<file path="src/hw/rtl/assert_macros.svh">
// Assertion macros shared by the RTL of the return address guard.
// Needs nothing else; assertions compile away when SYNTHESIS is defined.
`ifndef ASSERT_MACROS_SVH
`define ASSERT_MACROS_SVH
`ifndef SYNTHESIS
// prop must hold at every clock edge outside reset
`define ASSERT_HOLDS(lbl, clk, rst, prop) \
   lbl: assert property (@(posedge clk) disable iff (rst) (prop)) \
      else $error("%m: property does not hold");
// expr must never be true outside reset
`define ASSERT_NEVER(lbl, clk, rst, expr) \
   lbl: assert property (@(posedge clk) disable iff (rst) !(expr)) \
      else $error("%m: forbidden condition seen");
`else
`define ASSERT_HOLDS(lbl, clk, rst, prop)
`define ASSERT_NEVER(lbl, clk, rst, expr)
`endif
`endif

</file>
<file path="src/hw/rtl/ralg_pkg.sv">
// Shared types and constants of the return address guard.
// Used by ralg_cell and return_address_location_guard_unit; no dependencies.
`timescale 1ns / 1ps
`default_nettype none
package ralg_pkg;

   localparam int SLOTS_DEFAULT = 64;
   localparam int ADDR_W        = 32;
   localparam int THREAD_W      = 3;

   typedef enum logic [1:0] {
      CMD_CALL        = 2'd0,
      CMD_RETURN      = 2'd1,
      CMD_RETURN_PUSH = 2'd2,
      CMD_WRITE       = 2'd3
   } cmd_type;

   typedef enum logic [2:0] {
      ST_OK         = 3'd0,
      ST_NOT_FOUND  = 3'd1,
      ST_NOT_LOWEST = 3'd2,
      ST_OVERWRITE  = 3'd3,
      ST_PUSH_DROP  = 3'd4,
      ST_FULL       = 3'd5
   } status_type;

   // thread and location that a scan or an update refers to
   typedef struct packed {
      logic [THREAD_W-1:0] thread;
      logic [ADDR_W-1:0]   addr;
   } key_type;

   // partial result carried along the row of cells
   typedef struct packed {
      logic              match;
      logic              low_valid;
      logic [ADDR_W-1:0] low_addr;
      logic              free_valid;
   } scan_type;

   typedef enum logic [1:0] {
      UPD_NONE     = 2'd0,
      UPD_INSERT   = 2'd1,
      UPD_CLEAR_LE = 2'd2,
      UPD_CLEAR_EQ = 2'd3
   } upd_kind_type;

   typedef struct packed {
      upd_kind_type kind;
      key_type      key;
   } update_type;

endpackage
`default_nettype wire

</file>
<file path="src/hw/rtl/ralg_cell.sv">
// One slot of the return address table plus its stage of the scan row.
// Depends on ralg_pkg.
`timescale 1ns / 1ps
`default_nettype none
module ralg_cell #(
   parameter int SLOTS      = ralg_pkg::SLOTS_DEFAULT,
   parameter int CELL_INDEX = 0
) (
   input  wire logic                       clock,
   input  wire logic                       reset,
   input  wire ralg_pkg::key_type          key,
   input  wire logic                       scan_valid_in,
   input  wire ralg_pkg::scan_type         scan_in,
   input  wire logic [$clog2(SLOTS)-1:0]   free_idx_in,
   output logic                            scan_valid_out,
   output ralg_pkg::scan_type              scan_out,
   output logic [$clog2(SLOTS)-1:0]        free_idx_out,
   input  wire ralg_pkg::update_type       update,
   input  wire logic [$clog2(SLOTS)-1:0]   update_idx
);

   localparam int IDX_W = $clog2(SLOTS);
   localparam logic [IDX_W-1:0] MY_IDX = IDX_W'(CELL_INDEX);

   logic                          used_ff, used_in;
   logic [ralg_pkg::THREAD_W-1:0] owner_ff, owner_in;
   logic [ralg_pkg::ADDR_W-1:0]   slot_addr_ff, slot_addr_in;

   logic                          scan_valid_ff;
   ralg_pkg::scan_type            scan_ff, scan_in_next;
   logic [IDX_W-1:0]              idx_ff, idx_in;

   logic hit, own;

   // merge this slot into the passing partial result
   always_comb begin
      hit          = used_ff && (owner_ff == key.thread);
      scan_in_next = scan_in;
      idx_in       = free_idx_in;
      if (hit && (slot_addr_ff == key.addr)) begin
         scan_in_next.match = 1'b1;
      end
      if (hit && (!scan_in.low_valid || (slot_addr_ff < scan_in.low_addr))) begin
         scan_in_next.low_valid = 1'b1;
         scan_in_next.low_addr  = slot_addr_ff;
      end
      if (!used_ff && !scan_in.free_valid) begin
         scan_in_next.free_valid = 1'b1;
         idx_in                  = MY_IDX;
      end
   end

   // apply the broadcast update to this slot
   always_comb begin
      own          = used_ff && (owner_ff == update.key.thread);
      used_in      = used_ff;
      owner_in     = owner_ff;
      slot_addr_in = slot_addr_ff;
      case (update.kind)
         ralg_pkg::UPD_INSERT: begin
            if (update_idx == MY_IDX) begin
               used_in      = 1'b1;
               owner_in     = update.key.thread;
               slot_addr_in = update.key.addr;
            end
         end
         ralg_pkg::UPD_CLEAR_LE: begin
            if (own && (slot_addr_ff <= update.key.addr)) begin
               used_in = 1'b0;
            end
         end
         ralg_pkg::UPD_CLEAR_EQ: begin
            if (own && (slot_addr_ff == update.key.addr)) begin
               used_in = 1'b0;
            end
         end
         default: begin
         end
      endcase
   end

   always_ff @(posedge clock) begin
      if (reset) begin
         used_ff       <= 1'b0;
         scan_valid_ff <= 1'b0;
      end else begin
         used_ff       <= used_in;
         scan_valid_ff <= scan_valid_in;
      end
   end

   always_ff @(posedge clock) begin
      owner_ff     <= owner_in;
      slot_addr_ff <= slot_addr_in;
      scan_ff      <= scan_in_next;
      idx_ff       <= idx_in;
   end

   assign scan_valid_out = scan_valid_ff;
   assign scan_out       = scan_ff;
   assign free_idx_out   = idx_ff;

endmodule
`default_nettype wire

</file>
<file path="config.mk">
export PLATFORM = sky130hd
export DESIGN_NAME = ralg_cell
export DESIGN_NICKNAME = d
export VERILOG_FILES = /design/src/hw/rtl/assert_macros.svh /design/src/hw/rtl/ralg_pkg.sv /design/src/hw/rtl/ralg_cell.sv
export SDC_FILE = /design/constraint.sdc
export NUM_CORES = 1
export LEC_CHECK = 0
export ABC_AREA = 1
export ABC_CLOCK_PERIOD_IN_PS = 7000
export BUFFER_PORTS_ARGS = -buffer_cell sky130_fd_sc_hd__buf_2
export CAP_MARGIN = 20
export CORE_ASPECT_RATIO = 0.7
export CORE_MARGIN = 1.5
export CORE_UTILIZATION = 56
export CTS_BUF_LIST = sky130_fd_sc_hd__clkbuf_8
export DETAILED_ROUTE_END_ITERATION = 8
export GPL_TIMING_DRIVEN = 0
export HOLD_SLACK_MARGIN = 0.05
export PLACE_DENSITY_LB_ADDON = 0.1
export SLEW_MARGIN = 20
export SYNTH_ARGS = -nofsm -noshare
export SYNTH_HDL_FRONTEND = slang
export SYNTH_SLANG_ARGS = --single-unit
</file>
<file path="constraint.sdc">
create_clock -name clock -period 7 [get_ports clock]
set_input_delay 0.7 -clock clock [delete_from_list [all_inputs] [get_ports clock]]
set_output_delay 0.7 -clock clock [all_outputs]
set_load 0.005 [all_outputs]
</file>
# Yosys cells after proc, flatten, opt, wreduce, memory -nomap -nowiden
# Index checks and enable logic that the tools add are counted.
dict set report totals {
  regBits 78
  input_bits 122
  out_inout_bits 42
  elab_cells 41
}
dict set report classes {
  magnitude_cmp 2
  n_eq_ne 10
  n_mux 5
  reduce_logical 15
}
# operator n
set ops {}
lappend ops {{$eq 32x32->1} 2}
lappend ops {{$le 32x32->1} 1}
lappend ops {{$lt 32x32->1} 1}
lappend ops {{$mux 32} 1}
lappend ops {{$logic_and 1x1->1} 7}
lappend ops {{$eq 3x3->1} 2}
lappend ops {{$logic_not 6->1} 1}
lappend ops {{$ne 2x2->1 const B} 3}
lappend ops {{$eq 2x2->1 const B} 2}
lappend ops {{$reduce_and 4->1} 1}
lappend ops {{$logic_not 1->1} 3}
lappend ops {{$mux 1} 3}
lappend ops {{$pmux 1 s3} 1}
lappend ops {{$reduce_bool 3->1} 1}
lappend ops {{$eq 2x1->1 const B} 1}
lappend ops {{$reduce_and 2->1} 1}
lappend ops {{$logic_or 1x1->1} 1}

# Logic depth before layout (Yosys ltp)
dict set report logic_depth {
  word_depth 5
  depth_mapped 17
  depth_no_buf 16
}

# Worst setup path after synthesis
# No wires, ideal clock.
dict set report synth_path {
  kind {in2reg}
  startpoint {input port update_idx[1]}
  endpoint {register owner_ff[0] in the netlist's numbering, enable pin}
  arrival_time_ns 2.737
  required_time_ns 6.571
  setup_slack_ns 3.834
  path_stages 2
  n_path_buf 0
  cell_sequence {or4_1 -> nor2_1}
}
dict set report synth_between {
  elab_chain_cells 2
}
# element line
set synth_rtl {}
lappend synth_rtl {{from (decl)} ralg_cell.sv:19} ;# input wire logic [$clog2(SLOTS)-1:0] update_idx
lappend synth_rtl {{$logic_not 6->1} ralg_cell.sv:61} ;# if (update_idx == MY_IDX) begin
lappend synth_rtl {{$reduce_and 2->1 (no source line)} --}
lappend synth_rtl {{to (signal assigned)} ralg_cell.sv:93} ;# owner_ff <= owner_in;
lappend synth_rtl {{to (decl)} ralg_cell.sv:26} ;# logic [ralg_pkg::THREAD_W-1:0] owner_ff, owner_in;
# No other way between the ends.
# A chain may end at the register's enable or synchronous reset.

==> flow_summary.ini <==
[worst_setup_path]
path_cells = ha_1 > nand2_1 > nor4_1 > nand2_1 > nand2_1 > nand2_1 > nand2_2 > nand2_4 > buf_2 > nand3_1 > nand2_1
arrival_ns = 2.37
worstSetupPathType = register to register
cp-start-kind = register
r2r-start = slot_addr_ff[14]$_DFFE_PP_
startpoint = slot_addr_ff[14]$_DFFE_PP_
crit_fanout = 10
path_delay_family = simple AND/OR/NAND/NOR gates
path_buf_inv = 1
end_kind = register
worst-endpoint-required_ns = 7.26
cpMaxStageDelayCell = edfxtp_1
path_common_cell = nand2_1
cpPeakStageDelay_ns = 0.50

[power_and_ir_drop]
p_leak_nw = 3.13
power.density_nw_per_um2 = 179
vdd_drop_max_uv = 124
finalPower_w = 0.00105

[synthesis]
yosysWarnings = 0
synth_seq_cells = 78
syn_area_um2 = 4630
synth_cells = 537
syn_avg_cell_area_um2 = 8.61
synth_seq_area_share_pct = 41.3
synthDistinctLibCells = 30
syn-num-nets = 722

[run]
max_cap_viol_count = 0

[floorplan]
rows = 27
core_area_um2 = 7940
die_h_um = 79.0
die_x_um = 112
dieArea_um2 = 8820
boundaryPins = 164
start_util_pct = 58.3

[final_layout]
layout-drive-gt1-share_pct = 29.3
finish.utilization_pct = 73.5
syn_to_final_growth_pct = 26.2
diodes = 0
nets = 897
fill_cells = 621

[clock_tree]
htree_num_levels = 3
cts_hold_buffers = 0
clock_latency_ns = 0.37
cts_root_buf = clkbuf_8
cts_sinks = 78
cts_buffers = 9
cts_tree = built
post-cts-setup-buffer-count = 0
max-clock-path-buffers = 2
clkSlewWorstSetupHoldPaths_ns = 0.08
cts-resized-gates = 0

[detailed_routing]
wirelength_um = 11800
avgViaCountPerCell = 5.18
drt_iter0_markers = 211
drc = 0
drtAntennaViolNets = 0
first_pass_iters = 5
wire_per_inst_um = 14.4
vias = 4237

[timing]
tns_ns = 0
tightest_slew_ns = 0.556
period_minus_slack_ns = 2.10
timing.hold.ws_ns = 0.506
setup_violations = 0
final.period_utilization_pct = 30.1
hold_viol = 0
grt_setup_unrepaired = false
report.final.slew_viol_count = 0
relSlewSlack_pct = 62.6
finalWorstSetupSlack_ns = 4.90
finClkSkew_ns = 0.00933
fmax_ghz = 0.475

[global_routing]
overflow = 0
grt_max_degree = 27
grt_pass1_vias = 4182
antenna_found_initial = 0
grtUsageTotal_pct = 27.3
grt_pass1_wl_um = 18700

[place]
port_buffers = 163
place_ws_ns = 4.56
dp_hpwl_um = 9380
place_congestion = 0.872

[hold_path]
min_from = scan_in[34]
min_path_type = input port to register

[status]
status = finished clean
## stage by stage
step	instance area (um2)	instances
after floorplan	4630	537
after global placement	5570	801
after detailed placement	5600	802
after CTS	5840	818
after global routing	5840	818
final	5840	818
## state kept, by name, summed over array words and instances (netlist names)
signal / flops
scan_out: 35
owner_ff: 3
scan_valid_out: 1
free_idx_out: 6
used_ff: 1
slot_addr_ff: 32
## final cells by class
cell class	count	area, um2	area share, %
multi-input cells	367	2340	40.1
flip-flops and latches	78	1910	32.7
repair buffers	164	836	14.3
inverters	83	312	5.34
well taps	101	126	2.16
clock buffers	9	124	2.12
clock inverters	7	119	2.04
plain buffers	9	67.6	1.16
## synthesized netlist by cell type
| cell type | n | area (um2) |
|---|---|---|
| buf_6 | 2 | 22.5 |
| a21oi_1 | 32 | 160 |
| nand4_1 | 5 | 31.3 |
| a211oi_1 | 1 | 7.51 |
| or4_1 | 1 | 7.51 |
| nand2_2 | 11 | 68.8 |
| nor3_1 | 3 | 15.0 |
| nor4_1 | 8 | 50.1 |
| buf_2 | 6 | 30.0 |
| xnor2_1 | 14 | 123 |
| nor2_1 | 31 | 116 |
| nand3_1 | 38 | 190 |
| inv_1 | 80 | 300 |
| o21bai_1 | 3 | 22.5 |
| nand3b_1 | 1 | 7.51 |
| edfxtp_1 | 35 | 1050 |
| dfxtp_1 | 43 | 861 |
| nand2_4 | 2 | 22.5 |
| o21ai_1 | 1 | 5.00 |
| inv_2 | 3 | 11.3 |
| o2111ai_1 | 2 | 17.5 |
| o21ai_0 | 11 | 55.1 |
| xor2_1 | 18 | 158 |
| or2_2 | 3 | 18.8 |
| a21o_1 | 1 | 7.51 |
| nor4_4 | 1 | 21.3 |
| a31oi_1 | 1 | 6.26 |
| ha_1 | 63 | 788 |
| buf_8 | 1 | 15.0 |
| nand2_1 | 116 | 435 |
## cells by family after synthesis
family	count (synthesis)	share of synthesized area [%]
xor gates and xnor gates	32	6.06
AOI/OAI and AO/OA	52	6.09
adders and majority gates	63	17.0
buffers and inverters	92	8.20
and+or+nand+nor	220	21.3
DFF	78	41.3
## path summary, 6_finish.rpt
kind / slack [ns] / endpoint / depth (start not counted)
setup / recovery: 4.90 / scan_out[28]$_DFF_P_ / 11
hold / removal: 0.51 / scan_out[34]$_SDFF_PP1_ / 3
setup reg to reg: 4.90 / scan_out[28]$_DFF_P_ / 11
hold reg to reg: 0.60 / scan_out[9]$_DFF_P_ / 2
## power breakdown
group | switching [W] | leakage, nW | internal (W)
clock | 0.000180 | 0.121 | 0.000238
combinational | 0.0000697 | 2.33 | 0.0000655
sequential | 0.00000391 | 0.676 | 0.000488
total | 0.000254 | 3.13 | 0.000792
## cell usage in the layout, fill, tap and decap left out, types with 11 or more instances in the layout
| cell | n |
|---|---|
| buf_2 | 169 |
| nand2_1 | 116 |
| inv_1 | 80 |
| ha_1 | 63 |
| dfxtp_1 | 43 |
| nand3_1 | 38 |
| edfxtp_1 | 35 |
| a21oi_1 | 32 |
| nor2_1 | 30 |
| xor2_1 | 18 |
| xnor2_1 | 14 |
| o21ai_0 | 11 |
| nand2_2 | 11 |
## worst reg2reg max path: cells and delay by family, from the launching register on
family        cells  cell delay (ns)
fa+ha+maj         1             0.33
buf+inv           1             0.19
flops             1             0.50
simple gates      9             0.97
## routing by layer
metal | global-route usage [%] | routed length (um) | vias to the layer above
li1 | - | - | 2111
met1 | 33.7 | 5010 | 1925
met2 | 47.1 | 5600 | 181
met3 | 6.34 | 915 | 20
met4 | 10.1 | 229 | 0
met5 | 0 | 0 | -
(Power assumes the default switching activity.)
